File: src/hw/rtl/dpds_pkg.sv
// ============================================================================
// dpds_pkg
// Shared types, widths and constants for the dual PD drive slew controller.
// ============================================================================
package dpds_pkg;

    // Field widths.
    localparam int POS_W   = 24;   // encoder positions and targets
    localparam int GAIN_W  = 16;   // Q2.14 gains
    localparam int PCT_W   = 7;    // ramp percent, 0..100
    localparam int ERR_W   = 25;   // saturated loop error
    localparam int DER_W   = 26;   // error minus last error
    localparam int SLEW_W  = 16;   // slew values in mV
    localparam int DRIVE_W = 15;   // drive outputs in mV
    localparam int CFG_W   = 24;   // widest configuration register
    localparam int CFG_A_W = 3;    // eight registers

    // Controller constants.
    localparam int RAMP_STEP          = 10;
    localparam int RIGHT_TRIM_PERCENT = 96;
    localparam int GAIN_FRACTION_BITS = 14;
    localparam int PERCENT_FULL       = 100;
    localparam int DRIVE_LIMIT        = 12000;

    // Multiply-accumulate geometry: 4-bit digits, most significant first.
    localparam int DIGIT_W   = 4;
    localparam int PCT_SH_W  = 8;                      // percent padded to two digits
    localparam int ACC_W     = 44;                     // err*kp + der*kd
    localparam int PROD_W    = 52;                     // accumulator times percent
    localparam int MAG_W     = PROD_W - GAIN_FRACTION_BITS;
    localparam int GAIN_DIGS = GAIN_W / DIGIT_W;
    localparam int PCT_DIGS  = PCT_SH_W / DIGIT_W;

    // Divide-by-100 unit: 16 quotient bits, one per cycle.
    localparam int DIV_Q_W   = 16;
    localparam int DIV_R_W   = 7;
    localparam int DIV_IN_W  = DIV_Q_W + DIV_R_W;
    localparam int DIV_CNT_W = 5;

    // A slew magnitude at or above this saturates (quotient of 32768 or more).
    localparam longint SLEW_SAT_MAG = longint'(PERCENT_FULL) * 32768;

    typedef enum logic [CFG_A_W-1:0] {
        CFG_TARGET_DISTANCE = 3'd0,
        CFG_TARGET_TURN     = 3'd1,
        CFG_LATERAL_KP      = 3'd2,
        CFG_LATERAL_KD      = 3'd3,
        CFG_TURN_KP         = 3'd4,
        CFG_TURN_KD         = 3'd5,
        CFG_SLEW_ENABLE     = 3'd6,
        CFG_TURN_MODE       = 3'd7
    } t_cfg_idx;

    typedef enum logic [3:0] {
        ST_IDLE,
        ST_PAIR,
        ST_HALF,
        ST_DIFF,
        ST_ERR,
        ST_DER,
        ST_MAC_PD,
        ST_MAC_PCT,
        ST_ABS,
        ST_SDIV_GO,
        ST_SDIV_WAIT,
        ST_RPREP,
        ST_RABS,
        ST_RDIV_WAIT,
        ST_OUT
    } t_state;

    typedef struct packed {
        logic load;
        logic step_pd;
        logic step_pct;
    } t_mac_ctl;

    // Saturate a 26-bit error to the 25-bit signed range.
    function automatic logic signed [ERR_W-1:0] sat_err(input logic signed [DER_W-1:0] v);
        logic signed [DER_W-1:0] hi;
        logic signed [DER_W-1:0] lo;
        hi = DER_W'((1 <<< (ERR_W - 1)) - 1);
        lo = -DER_W'(1 <<< (ERR_W - 1));
        if (v > hi) begin
            return ERR_W'(hi);
        end else if (v < lo) begin
            return ERR_W'(lo);
        end
        return ERR_W'(v);
    endfunction

endpackage

File: src/hw/rtl/dpds_mac.sv
// ============================================================================
// dpds_mac
// Digit-serial multiply-accumulate: err*kp + der*kd, then times ramp percent.
// ============================================================================
module dpds_mac (
    input  logic                                  i_clk,
    input  dpds_pkg::t_mac_ctl                    i_ctl,
    input  logic signed [dpds_pkg::ERR_W-1:0]     i_err,
    input  logic signed [dpds_pkg::DER_W-1:0]     i_der,
    input  logic        [dpds_pkg::GAIN_W-1:0]    i_kp,
    input  logic        [dpds_pkg::GAIN_W-1:0]    i_kd,
    input  logic        [dpds_pkg::PCT_W-1:0]     i_pct,
    output logic signed [dpds_pkg::PROD_W-1:0]    o_prod
);

    logic        [dpds_pkg::GAIN_W-1:0]   r_kp_sh;
    logic        [dpds_pkg::GAIN_W-1:0]   r_kd_sh;
    logic        [dpds_pkg::PCT_SH_W-1:0] r_pct_sh;
    logic signed [dpds_pkg::ACC_W-1:0]    r_acc;
    logic signed [dpds_pkg::PROD_W-1:0]   r_prod;

    logic signed [dpds_pkg::DIGIT_W:0]    w_kp_dig;
    logic signed [dpds_pkg::DIGIT_W:0]    w_kd_dig;
    logic signed [dpds_pkg::DIGIT_W:0]    w_pct_dig;
    logic signed [dpds_pkg::ACC_W-1:0]    w_pterm;
    logic signed [dpds_pkg::ACC_W-1:0]    w_dterm;
    logic signed [dpds_pkg::PROD_W-1:0]   w_rterm;

    // Digits are taken from the top of each shift register as an unsigned value.
    assign w_kp_dig  = $signed({1'b0, r_kp_sh[dpds_pkg::GAIN_W-1 -: dpds_pkg::DIGIT_W]});
    assign w_kd_dig  = $signed({1'b0, r_kd_sh[dpds_pkg::GAIN_W-1 -: dpds_pkg::DIGIT_W]});
    assign w_pct_dig = $signed({1'b0, r_pct_sh[dpds_pkg::PCT_SH_W-1 -: dpds_pkg::DIGIT_W]});

    assign w_pterm = dpds_pkg::ACC_W'(i_err) * dpds_pkg::ACC_W'(w_kp_dig);
    assign w_dterm = dpds_pkg::ACC_W'(i_der) * dpds_pkg::ACC_W'(w_kd_dig);
    assign w_rterm = dpds_pkg::PROD_W'(r_acc) * dpds_pkg::PROD_W'(w_pct_dig);

    always_ff @(posedge i_clk) begin
        if (i_ctl.load) begin
            r_kp_sh  <= i_kp;
            r_kd_sh  <= i_kd;
            r_pct_sh <= dpds_pkg::PCT_SH_W'(i_pct);
            r_acc    <= '0;
            r_prod   <= '0;
        end else if (i_ctl.step_pd) begin
            r_kp_sh <= r_kp_sh << dpds_pkg::DIGIT_W;
            r_kd_sh <= r_kd_sh << dpds_pkg::DIGIT_W;
            r_acc   <= (r_acc <<< dpds_pkg::DIGIT_W) + w_pterm + w_dterm;
        end else if (i_ctl.step_pct) begin
            r_pct_sh <= r_pct_sh << dpds_pkg::DIGIT_W;
            r_prod   <= (r_prod <<< dpds_pkg::DIGIT_W) + w_rterm;
        end
    end

    assign o_prod = r_prod;

endmodule

File: src/hw/rtl/dpds_div.sv
// ============================================================================
// dpds_div
// Bit-serial restoring divider by 100, one quotient bit per cycle.
// ============================================================================
module dpds_div (
    input  logic                              i_clk,
    input  logic                              i_rst_n,
    input  logic                              i_start,
    input  logic [dpds_pkg::DIV_IN_W-1:0]     i_dividend,
    output logic                              o_busy,
    output logic [dpds_pkg::DIV_Q_W-1:0]      o_quot
);

    logic                              r_busy;
    logic [dpds_pkg::DIV_CNT_W-1:0]    r_cnt;
    logic [dpds_pkg::DIV_R_W-1:0]      r_rem;
    logic [dpds_pkg::DIV_Q_W-1:0]      r_dsh;
    logic [dpds_pkg::DIV_Q_W-1:0]      r_quot;

    logic [dpds_pkg::DIV_R_W:0]        w_trial;
    logic                              w_ge;

    assign w_trial = {r_rem, r_dsh[dpds_pkg::DIV_Q_W-1]};
    assign w_ge    = (w_trial >= (dpds_pkg::DIV_R_W + 1)'(dpds_pkg::PERCENT_FULL));

    always_ff @(posedge i_clk) begin
        if (!i_rst_n) begin
            r_busy <= 1'b0;
            r_cnt  <= '0;
        end else if (i_start) begin
            r_busy <= 1'b1;
            r_cnt  <= dpds_pkg::DIV_CNT_W'(dpds_pkg::DIV_Q_W);
        end else if (r_busy) begin
            r_cnt <= r_cnt - dpds_pkg::DIV_CNT_W'(1);
            if (r_cnt == dpds_pkg::DIV_CNT_W'(1)) begin
                r_busy <= 1'b0;
            end
        end
    end

    // The upper dividend bits are always below 100, so they seed the remainder.
    always_ff @(posedge i_clk) begin
        if (i_start) begin
            r_rem  <= i_dividend[dpds_pkg::DIV_IN_W-1 -: dpds_pkg::DIV_R_W];
            r_dsh  <= i_dividend[dpds_pkg::DIV_Q_W-1:0];
            r_quot <= '0;
        end else if (r_busy) begin
            if (w_ge) begin
                r_rem <= dpds_pkg::DIV_R_W'(w_trial
                         - (dpds_pkg::DIV_R_W + 1)'(dpds_pkg::PERCENT_FULL));
            end else begin
                r_rem <= w_trial[dpds_pkg::DIV_R_W-1:0];
            end
            r_dsh  <= r_dsh << 1;
            r_quot <= {r_quot[dpds_pkg::DIV_Q_W-2:0], w_ge};
        end
    end

    assign o_busy = r_busy;
    assign o_quot = r_quot;

endmodule

File: src/hw/rtl/dual_pd_drive_slew_controller.sv
// ============================================================================
// dual_pd_drive_slew_controller
// Two PD loops on averaged encoder positions with a ramped slew output.
// ============================================================================
// One transaction at a time; the next one is taken in the cycle after the
// result is registered. The bit-serial divide by 100, used for the slew value when
// slew is enabled and for the right trim in every transaction, and the 4-bit
// digit multiply-add, used only with slew enabled, take up most of the sequence.
// Synchronous active-low reset restores register defaults and clears the
// sequencer, the divider, the loop state and the output valid flag.
module dual_pd_drive_slew_controller (
    input  logic                                   i_clk,
    input  logic                                   i_rst_n,
    input  logic                                   i_cfg_we,
    input  logic        [dpds_pkg::CFG_A_W-1:0]    i_cfg_addr,
    input  logic        [dpds_pkg::CFG_W-1:0]      i_cfg_data,
    input  logic                                   i_in_valid,
    output logic                                   o_in_ready,
    input  logic signed [dpds_pkg::POS_W-1:0]      i_left_front_pos,
    input  logic signed [dpds_pkg::POS_W-1:0]      i_left_rear_pos,
    input  logic signed [dpds_pkg::POS_W-1:0]      i_right_front_pos,
    input  logic signed [dpds_pkg::POS_W-1:0]      i_right_rear_pos,
    output logic                                   o_out_valid,
    input  logic                                   i_out_ready,
    output logic signed [dpds_pkg::DRIVE_W-1:0]    o_left_drive,
    output logic signed [dpds_pkg::DRIVE_W-1:0]    o_right_drive
);

    // Configuration registers.
    logic signed [dpds_pkg::POS_W-1:0]   r_target_distance;
    logic signed [dpds_pkg::POS_W-1:0]   r_target_turn;
    logic        [dpds_pkg::GAIN_W-1:0]  r_lateral_kp;
    logic        [dpds_pkg::GAIN_W-1:0]  r_lateral_kd;
    logic        [dpds_pkg::GAIN_W-1:0]  r_turn_kp;
    logic        [dpds_pkg::GAIN_W-1:0]  r_turn_kd;
    logic                                r_slew_enable;
    logic                                r_turn_mode;

    // Loop state.
    logic signed [dpds_pkg::ERR_W-1:0]   r_last_lat_err;
    logic signed [dpds_pkg::ERR_W-1:0]   r_last_trn_err;
    logic        [dpds_pkg::PCT_W-1:0]   r_lat_ramp;
    logic        [dpds_pkg::PCT_W-1:0]   r_trn_ramp;
    logic signed [dpds_pkg::SLEW_W-1:0]  r_lat_slew;
    logic signed [dpds_pkg::SLEW_W-1:0]  r_trn_slew;

    // Datapath registers.
    dpds_pkg::t_state                    r_state;
    dpds_pkg::t_state                    n_state;
    logic signed [dpds_pkg::POS_W-1:0]   r_lf;
    logic signed [dpds_pkg::POS_W-1:0]   r_lr;
    logic signed [dpds_pkg::POS_W-1:0]   r_rf;
    logic signed [dpds_pkg::POS_W-1:0]   r_rr;
    logic signed [dpds_pkg::POS_W:0]     r_ls;
    logic signed [dpds_pkg::POS_W:0]     r_rs;
    logic signed [dpds_pkg::POS_W+1:0]   r_quad;
    logic signed [dpds_pkg::POS_W-1:0]   r_lh;
    logic signed [dpds_pkg::POS_W-1:0]   r_rh;
    logic signed [dpds_pkg::POS_W-1:0]   r_avg;
    logic signed [dpds_pkg::POS_W:0]     r_diff;
    logic signed [dpds_pkg::ERR_W-1:0]   r_lat_err;
    logic signed [dpds_pkg::ERR_W-1:0]   r_trn_err;
    logic signed [dpds_pkg::ERR_W-1:0]   r_err;
    logic signed [dpds_pkg::DER_W-1:0]   r_der;
    logic        [1:0]                   r_dig;
    logic                                r_neg;
    logic                                r_sat;
    logic        [dpds_pkg::PROD_W-1:0]  r_mag;
    logic signed [dpds_pkg::POS_W-1:0]   r_rprod;
    logic        [dpds_pkg::DIV_Q_W-1:0] r_rq;
    logic                                r_out_valid;
    logic signed [dpds_pkg::DRIVE_W-1:0] r_left_drive;
    logic signed [dpds_pkg::DRIVE_W-1:0] r_right_drive;

    // Combinational signals.
    dpds_pkg::t_mac_ctl                  w_mac_ctl;
    logic                                w_div_start;
    logic        [dpds_pkg::DIV_IN_W-1:0] w_dividend;
    logic                                w_div_busy;
    logic        [dpds_pkg::DIV_Q_W-1:0] w_quot;
    logic signed [dpds_pkg::PROD_W-1:0]  w_prod;
    logic signed [dpds_pkg::POS_W+1:0]   w_quad_b;
    logic signed [dpds_pkg::DER_W-1:0]   w_lat_raw;
    logic signed [dpds_pkg::DER_W-1:0]   w_trn_raw;
    logic signed [dpds_pkg::ERR_W-1:0]   w_err_sel;
    logic signed [dpds_pkg::ERR_W-1:0]   w_last_sel;
    logic        [dpds_pkg::MAG_W-1:0]   w_mag_sh;
    logic signed [dpds_pkg::SLEW_W-1:0]  w_slew;
    logic signed [dpds_pkg::SLEW_W:0]    w_sdiff;
    logic signed [dpds_pkg::SLEW_W:0]    w_ssum;
    logic        [dpds_pkg::DIV_Q_W-1:0] w_rmag;
    logic        [dpds_pkg::PCT_W:0]     w_ramp_src;
    logic        [dpds_pkg::PCT_W:0]     w_ramp_inc;
    logic        [dpds_pkg::PCT_W-1:0]   w_ramp_next;
    logic                                w_out_free;

    // ------------------------------------------------------------------------
    // Configuration writes
    // ------------------------------------------------------------------------
    always_ff @(posedge i_clk) begin
        if (!i_rst_n) begin
            r_target_distance <= '0;
            r_target_turn     <= '0;
            r_lateral_kp      <= dpds_pkg::GAIN_W'(1475);
            r_lateral_kd      <= dpds_pkg::GAIN_W'(1475);
            r_turn_kp         <= dpds_pkg::GAIN_W'(754);
            r_turn_kd         <= dpds_pkg::GAIN_W'(819);
            r_slew_enable     <= 1'b0;
            r_turn_mode       <= 1'b0;
        end else if (i_cfg_we) begin
            unique case (dpds_pkg::t_cfg_idx'(i_cfg_addr))
                dpds_pkg::CFG_TARGET_DISTANCE: r_target_distance <= $signed(i_cfg_data);
                dpds_pkg::CFG_TARGET_TURN:     r_target_turn     <= $signed(i_cfg_data);
                dpds_pkg::CFG_LATERAL_KP:      r_lateral_kp <= i_cfg_data[dpds_pkg::GAIN_W-1:0];
                dpds_pkg::CFG_LATERAL_KD:      r_lateral_kd <= i_cfg_data[dpds_pkg::GAIN_W-1:0];
                dpds_pkg::CFG_TURN_KP:         r_turn_kp    <= i_cfg_data[dpds_pkg::GAIN_W-1:0];
                dpds_pkg::CFG_TURN_KD:         r_turn_kd    <= i_cfg_data[dpds_pkg::GAIN_W-1:0];
                dpds_pkg::CFG_SLEW_ENABLE:     r_slew_enable <= i_cfg_data[0];
                dpds_pkg::CFG_TURN_MODE:       r_turn_mode   <= i_cfg_data[0];
                default: ;
            endcase
        end
    end

    // ------------------------------------------------------------------------
    // Arithmetic units
    // ------------------------------------------------------------------------
    dpds_mac u_mac (
        .i_clk  (i_clk),
        .i_ctl  (w_mac_ctl),
        .i_err  (r_err),
        .i_der  (r_der),
        .i_kp   (r_turn_mode ? r_turn_kp : r_lateral_kp),
        .i_kd   (r_turn_mode ? r_turn_kd : r_lateral_kd),
        .i_pct  (r_turn_mode ? r_trn_ramp : r_lat_ramp),
        .o_prod (w_prod)
    );

    dpds_div u_div (
        .i_clk      (i_clk),
        .i_rst_n    (i_rst_n),
        .i_start    (w_div_start),
        .i_dividend (w_dividend),
        .o_busy     (w_div_busy),
        .o_quot     (w_quot)
    );

    // ------------------------------------------------------------------------
    // Combinational datapath
    // ------------------------------------------------------------------------
    // Division by four truncates toward zero, so negative sums get a bias.
    assign w_quad_b  = r_quad + (r_quad[dpds_pkg::POS_W+1] ? (dpds_pkg::POS_W + 2)'(3)
                                                           : (dpds_pkg::POS_W + 2)'(0));
    assign w_lat_raw = dpds_pkg::DER_W'(r_target_distance) - dpds_pkg::DER_W'(r_avg);
    assign w_trn_raw = dpds_pkg::DER_W'(r_target_turn) - dpds_pkg::DER_W'(r_diff);
    assign w_err_sel  = r_turn_mode ? r_trn_err : r_lat_err;
    assign w_last_sel = r_turn_mode ? r_last_trn_err : r_last_lat_err;
    assign w_mag_sh   = r_mag[dpds_pkg::PROD_W-1:dpds_pkg::GAIN_FRACTION_BITS];

    always_comb begin
        if (r_sat) begin
            w_slew = r_neg ? $signed({1'b1, {(dpds_pkg::SLEW_W-1){1'b0}}})
                           : $signed({1'b0, {(dpds_pkg::SLEW_W-1){1'b1}}});
        end else if (r_neg) begin
            w_slew = $signed(-w_quot);
        end else begin
            w_slew = $signed(w_quot);
        end
    end

    assign w_ramp_src  = {1'b0, r_turn_mode ? r_trn_ramp : r_lat_ramp};
    assign w_ramp_inc  = w_ramp_src + (dpds_pkg::PCT_W + 1)'(dpds_pkg::RAMP_STEP);
    assign w_ramp_next = (w_ramp_inc > (dpds_pkg::PCT_W + 1)'(dpds_pkg::PERCENT_FULL))
                         ? dpds_pkg::PCT_W'(dpds_pkg::PERCENT_FULL)
                         : w_ramp_inc[dpds_pkg::PCT_W-1:0];

    assign w_sdiff = (dpds_pkg::SLEW_W + 1)'(r_lat_slew) - (dpds_pkg::SLEW_W + 1)'(r_trn_slew);
    assign w_ssum  = (dpds_pkg::SLEW_W + 1)'(r_lat_slew) + (dpds_pkg::SLEW_W + 1)'(r_trn_slew);
    assign w_rmag  = (r_rq > dpds_pkg::DIV_Q_W'(dpds_pkg::DRIVE_LIMIT))
                     ? dpds_pkg::DIV_Q_W'(dpds_pkg::DRIVE_LIMIT) : r_rq;

    assign w_out_free = !r_out_valid || i_out_ready;

    always_comb begin
        if (r_state == dpds_pkg::ST_RABS) begin
            w_dividend = r_rprod[dpds_pkg::POS_W-1] ? dpds_pkg::DIV_IN_W'(-r_rprod)
                                                    : dpds_pkg::DIV_IN_W'(r_rprod);
        end else begin
            w_dividend = w_mag_sh[dpds_pkg::DIV_IN_W-1:0];
        end
    end

    // ------------------------------------------------------------------------
    // Sequencer
    // ------------------------------------------------------------------------
    always_ff @(posedge i_clk) begin
        if (!i_rst_n) begin
            r_state <= dpds_pkg::ST_IDLE;
        end else begin
            r_state <= n_state;
        end
    end

    always_comb begin
        n_state     = r_state;
        w_mac_ctl   = '0;
        w_div_start = 1'b0;
        o_in_ready  = 1'b0;
        unique case (r_state)
            dpds_pkg::ST_IDLE: begin
                o_in_ready = 1'b1;
                if (i_in_valid) begin
                    n_state = dpds_pkg::ST_PAIR;
                end
            end
            dpds_pkg::ST_PAIR: n_state = dpds_pkg::ST_HALF;
            dpds_pkg::ST_HALF: n_state = dpds_pkg::ST_DIFF;
            dpds_pkg::ST_DIFF: n_state = dpds_pkg::ST_ERR;
            dpds_pkg::ST_ERR:  n_state = dpds_pkg::ST_DER;
            dpds_pkg::ST_DER: begin
                w_mac_ctl.load = 1'b1;
                n_state = r_slew_enable ? dpds_pkg::ST_MAC_PD : dpds_pkg::ST_RPREP;
            end
            dpds_pkg::ST_MAC_PD: begin
                w_mac_ctl.step_pd = 1'b1;
                if (r_dig == 2'd0) begin
                    n_state = dpds_pkg::ST_MAC_PCT;
                end
            end
            dpds_pkg::ST_MAC_PCT: begin
                w_mac_ctl.step_pct = 1'b1;
                if (r_dig == 2'd0) begin
                    n_state = dpds_pkg::ST_ABS;
                end
            end
            dpds_pkg::ST_ABS: n_state = dpds_pkg::ST_SDIV_GO;
            dpds_pkg::ST_SDIV_GO: begin
                w_div_start = 1'b1;
                n_state     = dpds_pkg::ST_SDIV_WAIT;
            end
            dpds_pkg::ST_SDIV_WAIT: begin
                if (!w_div_busy) begin
                    n_state = dpds_pkg::ST_RPREP;
                end
            end
            dpds_pkg::ST_RPREP: n_state = dpds_pkg::ST_RABS;
            dpds_pkg::ST_RABS: begin
                w_div_start = 1'b1;
                n_state     = dpds_pkg::ST_RDIV_WAIT;
            end
            dpds_pkg::ST_RDIV_WAIT: begin
                if (!w_div_busy) begin
                    n_state = dpds_pkg::ST_OUT;
                end
            end
            dpds_pkg::ST_OUT: begin
                if (w_out_free) begin
                    n_state = dpds_pkg::ST_IDLE;
                end
            end
            default: n_state = dpds_pkg::ST_IDLE;
        endcase
    end

    // ------------------------------------------------------------------------
    // Datapath registers
    // ------------------------------------------------------------------------
    always_ff @(posedge i_clk) begin
        unique case (r_state)
            dpds_pkg::ST_IDLE: begin
                r_lf <= i_left_front_pos;
                r_lr <= i_left_rear_pos;
                r_rf <= i_right_front_pos;
                r_rr <= i_right_rear_pos;
            end
            dpds_pkg::ST_PAIR: begin
                r_ls <= (dpds_pkg::POS_W + 1)'(r_lf) + (dpds_pkg::POS_W + 1)'(r_lr);
                r_rs <= (dpds_pkg::POS_W + 1)'(r_rf) + (dpds_pkg::POS_W + 1)'(r_rr);
            end
            dpds_pkg::ST_HALF: begin
                // Halving a pair truncates toward zero: add the sign bit first.
                r_quad <= (dpds_pkg::POS_W + 2)'(r_ls) + (dpds_pkg::POS_W + 2)'(r_rs);
                r_lh   <= dpds_pkg::POS_W'((r_ls + (dpds_pkg::POS_W + 1)'(r_ls[dpds_pkg::POS_W]))
                                           >>> 1);
                r_rh   <= dpds_pkg::POS_W'((r_rs + (dpds_pkg::POS_W + 1)'(r_rs[dpds_pkg::POS_W]))
                                           >>> 1);
            end
            dpds_pkg::ST_DIFF: begin
                r_avg  <= w_quad_b[dpds_pkg::POS_W+1:2];
                r_diff <= (dpds_pkg::POS_W + 1)'(r_lh) - (dpds_pkg::POS_W + 1)'(r_rh);
            end
            dpds_pkg::ST_ERR: begin
                r_lat_err <= dpds_pkg::sat_err(w_lat_raw);
                r_trn_err <= dpds_pkg::sat_err(w_trn_raw);
            end
            dpds_pkg::ST_DER: begin
                r_err <= w_err_sel;
                r_der <= dpds_pkg::DER_W'(w_err_sel) - dpds_pkg::DER_W'(w_last_sel);
                r_dig <= 2'(dpds_pkg::GAIN_DIGS - 1);
            end
            dpds_pkg::ST_MAC_PD: begin
                r_dig <= (r_dig == 2'd0) ? 2'(dpds_pkg::PCT_DIGS - 1) : r_dig - 2'd1;
            end
            dpds_pkg::ST_MAC_PCT: begin
                r_dig <= r_dig - 2'd1;
            end
            dpds_pkg::ST_ABS: begin
                r_neg <= w_prod[dpds_pkg::PROD_W-1];
                r_mag <= w_prod[dpds_pkg::PROD_W-1] ? dpds_pkg::PROD_W'(-w_prod)
                                                    : dpds_pkg::PROD_W'(w_prod);
            end
            dpds_pkg::ST_SDIV_GO: begin
                r_sat <= (w_mag_sh >= dpds_pkg::MAG_W'(dpds_pkg::SLEW_SAT_MAG));
            end
            dpds_pkg::ST_RPREP: begin
                r_rprod <= dpds_pkg::POS_W'(w_sdiff)
                           * dpds_pkg::POS_W'(dpds_pkg::RIGHT_TRIM_PERCENT);
            end
            dpds_pkg::ST_RABS: begin
                r_neg <= r_rprod[dpds_pkg::POS_W-1];
            end
            dpds_pkg::ST_RDIV_WAIT: begin
                r_rq <= w_quot;
            end
            default: ;
        endcase
    end

    // Loop state: errors update every transaction, slew and ramp only when enabled.
    always_ff @(posedge i_clk) begin
        if (!i_rst_n) begin
            r_last_lat_err <= '0;
            r_last_trn_err <= '0;
            r_lat_ramp     <= '0;
            r_trn_ramp     <= '0;
            r_lat_slew     <= '0;
            r_trn_slew     <= '0;
        end else begin
            if (r_state == dpds_pkg::ST_DER) begin
                r_last_lat_err <= r_lat_err;
                r_last_trn_err <= r_trn_err;
            end
            if (r_state == dpds_pkg::ST_SDIV_WAIT && !w_div_busy) begin
                if (r_turn_mode) begin
                    r_trn_slew <= w_slew;
                    r_trn_ramp <= w_ramp_next;
                end else begin
                    r_lat_slew <= w_slew;
                    r_lat_ramp <= w_ramp_next;
                end
            end
        end
    end

    // ------------------------------------------------------------------------
    // Output register
    // ------------------------------------------------------------------------
    always_ff @(posedge i_clk) begin
        if (!i_rst_n) begin
            r_out_valid <= 1'b0;
        end else if (r_state == dpds_pkg::ST_OUT && w_out_free) begin
            r_out_valid <= 1'b1;
        end else if (i_out_ready) begin
            r_out_valid <= 1'b0;
        end
    end

    always_ff @(posedge i_clk) begin
        if (r_state == dpds_pkg::ST_OUT && w_out_free) begin
            if (w_ssum > (dpds_pkg::SLEW_W + 1)'(dpds_pkg::DRIVE_LIMIT)) begin
                r_left_drive <= dpds_pkg::DRIVE_W'(dpds_pkg::DRIVE_LIMIT);
            end else if (w_ssum < -(dpds_pkg::SLEW_W + 1)'(dpds_pkg::DRIVE_LIMIT)) begin
                r_left_drive <= -dpds_pkg::DRIVE_W'(dpds_pkg::DRIVE_LIMIT);
            end else begin
                r_left_drive <= dpds_pkg::DRIVE_W'(w_ssum);
            end
            r_right_drive <= r_neg ? $signed(-dpds_pkg::DRIVE_W'(w_rmag))
                                   : $signed(dpds_pkg::DRIVE_W'(w_rmag));
        end
    end

    assign o_out_valid   = r_out_valid;
    assign o_left_drive  = r_left_drive;
    assign o_right_drive = r_right_drive;

endmodule

File: config.mk
export PLATFORM = sky130hd
export DESIGN_NAME = dual_pd_drive_slew_controller
export DESIGN_NICKNAME = d
export VERILOG_FILES = /design/src/hw/rtl/dpds_pkg.sv /design/src/hw/rtl/dpds_mac.sv /design/src/hw/rtl/dpds_div.sv /design/src/hw/rtl/dual_pd_drive_slew_controller.sv
export SDC_FILE = /design/constraint.sdc
export NUM_CORES = 2
export LEC_CHECK = 0
export ABC_CLOCK_PERIOD_IN_PS = 13400
export BUFFER_PORTS_ARGS = -buffer_cell sky130_fd_sc_hd__buf_2
export CAP_MARGIN = 20
export CORE_ASPECT_RATIO = 1.75
export CORE_UTILIZATION = 55
export DETAILED_ROUTE_END_ITERATION = 16
export PLACE_DENSITY = 0.79
export SLEW_MARGIN = 20
export SYNTH_ARGS = -nofsm -noshare
export SYNTH_HDL_FRONTEND = slang
export SYNTH_HIERARCHICAL = 1
export SYNTH_SLANG_ARGS = --single-unit
File: constraint.sdc
create_clock -name i_clk -period 13.4 [get_ports i_clk]
set_input_delay 2.01 -clock i_clk [delete_from_list [all_inputs] [get_ports i_clk]]
set_output_delay 2.01 -clock i_clk [all_outputs]
set_load 0.05 [all_outputs]
== Word-level counts from Yosys, hierarchy flattened ==
Index checks and enable logic that the tools add are counted.

* $mul: 4
* Bitwise gates (word level): 3
* Shift-type cells: 0
* Equal/unequal tests: 29
* Multiplexer cells: 63
* Add/sub/neg operators: 23
* Reduce and logical (&&, ||, !) cells: 30
* Div/mod/pow operators: 0
* Magnitude comparators: 10

{| class="wikitable"
|+ Operators by type and width
! kind !! number
|-
| $mux 25 || 8
|-
| $mux 16 || 11
|-
| $add 44x44->44 || 2
|-
| $pmux 4 s15 || 1
|-
| $mux 7 || 8
|-
| $add 52x52->52 || 1
|-
| $neg 52->52 || 1
|-
| $mux 51 || 1
|-
| $add 24x24->25 || 2
|-
| $add 25x1->25 || 2
|-
| $sub 24x24->25 || 2
|-
| $mul 44x5->49 || 1
|-
| $mux 23 || 2
|-
| $mux 15 || 3
|-
| $ge 38x22->1 const B || 1
|-
| $mul 26x5->31 || 1
|-
| $mul 25x5->30 || 1
|-
| $eq 4x4->1 const B || 7
|-
| $mux 4 || 7
|-
| $add 25x25->26 || 1
|-
| $add 26x3->26 || 1
|-
| $gt 26x25->1 const B || 1
|-
| $lt 26x25->1 const B || 1
|-
| $sub 24x25->26 || 1
|-
| other kinds (44) || 95
|}

* Register bits after elaboration: 887
* Bits of input ports: 128
* Memories kept: 0
* Output and inout port bits: 32
* Word-level logic and storage cells: 215
* Bits in writable memories: 0
* ROM bits: 0
* Bits in latches: 0

== Longest topological paths before layout ==
* Depth in word-level cells: 6
* Depth in mapped cells: 25
* Mapped depth without buffers: 23

== By module ==
The synthesis kept the hierarchy.

{| class="wikitable"
|+ Modules (own cells, without submodules)
! module !! area each (µm²) !! times used !! cells an instance !! seq. area each (µm²)
|-
| dual_pd_drive_slew_controller || 37825.0 || 1 || 3686 || 18627.9
|-
| dpds_mac || 21977.3 || 1 || 2324 || 3113.0
|-
| dpds_div || 1949.4 || 1 || 157 || 1131.1
|}

== Least setup slack after synthesis ==
Ideal clock, no wire load.

* Kind: reg-to-output
* From: register r_state[0]
* To: output o_in_ready
* Arrival: 8273 ps
* Path slack: 3117 ps
* Cell stages (with the launch flop): 4
* Path buffers: 2
* Data required time: 11390 ps
* Path through: dfxtp_1 > clkbuf_1 > clkbuf_1 > nor3_1

* Cells in the longest elaborated chain, start to end: 2

{| class="wikitable"
|+ Ends and longest elaborated chain
! item !! line !! text
|-
| start, declared || dual_pd_drive_slew_controller.sv:48 || <nowiki>dpds_pkg::t_state r_state;</nowiki>
|-
| start signal, assigned || dual_pd_drive_slew_controller.sv:198 || <nowiki>r_state <= dpds_pkg::ST_IDLE;</nowiki>
|-
| start signal, assigned || dual_pd_drive_slew_controller.sv:200 || <nowiki>r_state <= n_state;</nowiki>
|-
| $logic_not 4->1 || dual_pd_drive_slew_controller.sv:209 || <nowiki>unique case (r_state)</nowiki>
|-
| $mux 1 || dual_pd_drive_slew_controller.sv:209 ||
|-
| end, declared || dual_pd_drive_slew_controller.sv:18 || <nowiki>output logic o_in_ready,</nowiki>
|}

No other way between the ends.

== Final worst setup path ==
* From: register u_mac/r_kd_sh[14] (netlist bit)
* To: register u_mac/r_acc[41] (netlist bit)

* Cells in the longest elaborated chain, start to end: 2

{| class="wikitable"
|+ Ends and longest elaborated chain
! item !! line !! text
|-
| start, declared || dpds_mac.sv:17 || <nowiki>logic [dpds_pkg::GAIN_W-1:0] r_kd_sh;</nowiki>
|-
| start signal, assigned || dpds_mac.sv:41 || <nowiki>r_kd_sh <= i_kd;</nowiki>
|-
| start signal, assigned || dpds_mac.sv:47 || <nowiki>r_kd_sh <= r_kd_sh << dpds_pkg::DIGIT_W;</nowiki>
|-
| $mul 26x5->31 || dpds_mac.sv:35 || <nowiki>assign w_dterm = dpds_pkg::ACC_W'(i_der) * dpds_pkg::ACC_W'(w_kd_dig);</nowiki>
|-
| $add 44x44->44 || dpds_mac.sv:48 || <nowiki>r_acc <= (r_acc <<< dpds_pkg::DIGIT_W) + w_pterm + w_dterm;</nowiki>
|-
| end signal, assigned || dpds_mac.sv:48 ||
|-
| end, declared || dpds_mac.sv:19 || <nowiki>logic signed [dpds_pkg::ACC_W-1:0] r_acc;</nowiki>
|}

No other way between the ends.
A chain may end at the register's enable or synchronous reset.

==> flow_metrics.tcl <==
set metrics [dict create \
    status "complete, no violations" \
    yosysMostFrequentCell "nand2_1" \
    clk_path_buf_depth 3 \
    synth_top_area_cell "edfxtp_1" \
    period_share_pct 54.7 \
    startpoint_type "flip-flop" \
    path_max_fanout 26 \
    hpwlAfterDp_mm 123 \
    fin_nets 7196 \
    grt_pass1_wl_mm 247 \
    grt_max_degree 98 \
    grt_pass1_vias 46700 \
    fmax_mhz 136 \
    insertion_delay_ns 0.75 \
    pwr-share-comb_pct 44.2 \
    drt_pass1_iterations 7 \
    dr_total_vias 45000 \
    synth.avg_cell_area_um2 10.0 \
    num_rows 162 \
    r2r_slack_ns 6.07 \
    start_util_pct 55.5 \
    cts_tree "built" \
    ys_ff_latch 873 \
    cp.required_ns 14.01 \
    min_to "r_turn_kd[12]" \
    fp.dieH_um 445 \
    fp.dieArea_um2 114000 \
    finalWeightedCongestion 0.953 \
    cts_root_buf "clkbuf_16" \
    drtIter0Drc 2363 \
    power.total_mw 10.9 \
    post_cts_buffers 0 \
    synth_top_flop_cell "edfxtp_1" \
    postCtsResizedCells 0 \
    synth_common_cells "779 x nand2_1, 539 x edfxtp_1, 507 x inv_1, 458 x ha_1, 373 x fa_1" \
    r2r.worst_path.cells 21 \
    internal_power_mw 6.58 \
    coreArea_um2 111000 \
    cts_hold_buf 0 \
    portBuffers 159 \
    async_flop_share_pct 0 \
    cts.htree.levels 3 \
    criticalPathCategory "reg -> reg" \
    report.final.slew_viol_count 0 \
    synth_area_um2 61800 \
    cts_sinks 873 \
    yosys.area.top_type_share_pct 26.2 \
    ys_seq_area_share_pct 37.0 \
    ys_warn_count 6 \
    max-cap-violations 0 \
    min_from "r_turn_kd[12]" \
    syn_nets 7126 \
    drc 0 \
    wl_per_cell_um 20.3 \
    setup_viol 0 \
    r2r_start "u_mac/r_kd_sh[14]" \
    syn_inst 6167 \
    critPathMaxStageDelay_ns 0.97 \
    endpoint_kind "flip-flop" \
    cts_made_buffers 83 \
    path_clk_slew_ns 0.07 \
    ant_nets 0 \
    cp_slowest_cell "fa_1" \
    powerDensity_nw_per_um2 163 \
    fin_setup_tns_ns 0 \
    switching_share_pct 39.6 \
    antenna_found_initial 30 \
    avgViaCountPerCell 5.78 \
    path_cells "and2_1, fa_1, inv_1, fa_1, fa_1, inv_1, fa_1, inv_1, fa_1, inv_1, ha_1, a21o_1, a21o_1, a21oi_1, o21ai_0, a31o_2, a31oi_4, o21ai_2, a31oi_1, xnor2_1, a22o_1" \
    synth_edf_count 539 \
    synthToLayoutAreaGrowth_pct 8.39 \
    ir_drop_mv 0.158 \
    hold_class "reg -> reg" \
    cp_num_buf_inv 4 \
    hold_depth 2 \
    critPathTopFamily "adder cells" \
    cp_common_cell "fa_1" \
    io_pins 160 \
    p_switching_mw 4.31 \
    netlist_top_cells_area "edfxtp_1 26%, fa_1 12%, dfxtp_1 11%, ha_1 9.3%, nand2_1 4.7%" \
    grt_overflow_total 0 \
    total_leakage_power_nw 28.6 \
    rsz0062_at_grt "false" \
    whs_ns 0.462 \
    skew_ns 0.0606 \
    period_needed_ns 7.33 \
    maxSlewHeadroom_pct 19.3 \
    worstReg2RegEnd "u_mac/r_acc[41]" \
    track_usage_pct 28.3 \
    arrival_ns 7.93 \
    seqPwrFrac_pct 32.8 \
    die_w_um 255 \
    p_clk_share_pct 23.0 \
    worst_pin_slew_ns 1.18 \
    hold_viol_final 0 \
    drt-total-wl_mm 158 \
    drive_gt1_share_pct 8.32 \
    synth_cell_types 94 \
]
-- power by group through the flow --
stage	combinational, mW	sequential, mW	clock [mW]
finish	4.81	3.58	2.50
global route	5.34	3.61	2.64
CTS	4.79	3.57	2.55
detailed placement	4.76	3.63	0
global placement	4.65	3.62	0
floorplan	3.68	3.49	0
-- worst max-delay path by stage --
| stage | from | to | slack, ns | cells past startpoint |
|---|---|---|---|---|
| floorplan | r_state[0] | o_in_ready | 3.12 | 3 |
| global placement | u_mac/r_kd_sh[14] | u_mac/r_acc[41] | 6.11 | 21 |
| detailed placement | u_mac/r_kd_sh[14] | u_mac/r_acc[41] | 6.09 | 21 |
| CTS | u_mac/r_kd_sh[14] | u_mac/r_acc[41] | 6.08 | 21 |
| global route | u_mac/r_kd_sh[14] | u_mac/r_acc[41] | 5.72 | 21 |
| finish | u_mac/r_kd_sh[14] | u_mac/r_acc[41] | 6.07 | 21 |
-- flip-flops by register name, indices dropped and copies added (netlist names), 26 cells and up --
signal,cells
r_quad,26
r_mag,38
u_mac/r_acc,44
u_mac/o_prod,52
r_der,26
-- cell usage in the layout, fill, tap and decap left out, drive strengths merged, types with 109 or more instances in the layout --
master / n
a21oi: 323
a21boi: 175
nor2: 288
inv: 514
xor2: 118
and2: 339
nand2: 779
dfxtp: 334
o21ai: 221
xnor2: 284
buf: 205
fa: 373
nand3: 117
clkbuf: 109
ha: 458
edfxtp: 539
-- through the flow --
step           util, %  cells  area [µm²]  setup slack, ns
5_1_grt           60.1   7788       66900             5.72
4_1_cts           60.1   7784       66900             6.08
2_1_floorplan        -   6167       61800             3.12
3_5_place_dp      57.5   7628       64000             6.09
6_report          60.1   7790       66900             6.07
3_3_place_gp      57.5   7627       64000             6.11
-- worst register-to-register path: stages (launching register included) --
cell	delay (ns)
edfxtp_1	0.96
and2_1	0.29
fa_1	0.47
inv_1	0.10
fa_1	0.43
fa_1	0.97
inv_1	0.42
fa_1	0.62
inv_1	0.06
fa_1	0.53
inv_1	0.04
ha_1	0.38
a21o_1	0.23
a21o_1	0.18
a21oi_1	0.22
o21ai_0	0.23
a31o_2	0.32
a31oi_4	0.20
o21ai_2	0.09
a31oi_1	0.21
xnor2_1	0.08
a22o_1	0.19
-- per-layer routing --
layer	up-vias	GRT usage [%]	wire length, µm
li1	21400	-	-
met1	21800	26.8	52600
met2	1296	52.5	82900
met3	566	4.66	7700
met4	28	23.1	14800
met5	-	0	153
-- final cells by class --
class / count / area (µm²)
Clock buffer: 109 / 2310
Sequential cell: 873 / 22900
Timing Repair Buffer: 205 / 1150
Clock inverter: 47 / 596
Tap cell: 1476 / 1850
Multi-Input combinational cell: 4566 / 36200
Antenna cell: 6 / 15.0
Fill cell: 9092 / 44300
Inverter: 508 / 1910
-- logic make-up (layout without fill, tap and decap cells) --
group,after synthesis,count (layout),synth area share (%)
AND/OR/NAND/NOR,1935,1935,15.1
AO/OA/AOI/OAI,1204,1204,13.0
flip-flops,873,873,37.0
adder cells (fa/ha/maj),833,833,21.4
buffers and inverters,728,869,4.45
XOR/XNOR,402,402,5.70
multiplexers,192,192,3.33
other,0,6,0
Power figures use the tool's default switching activity.
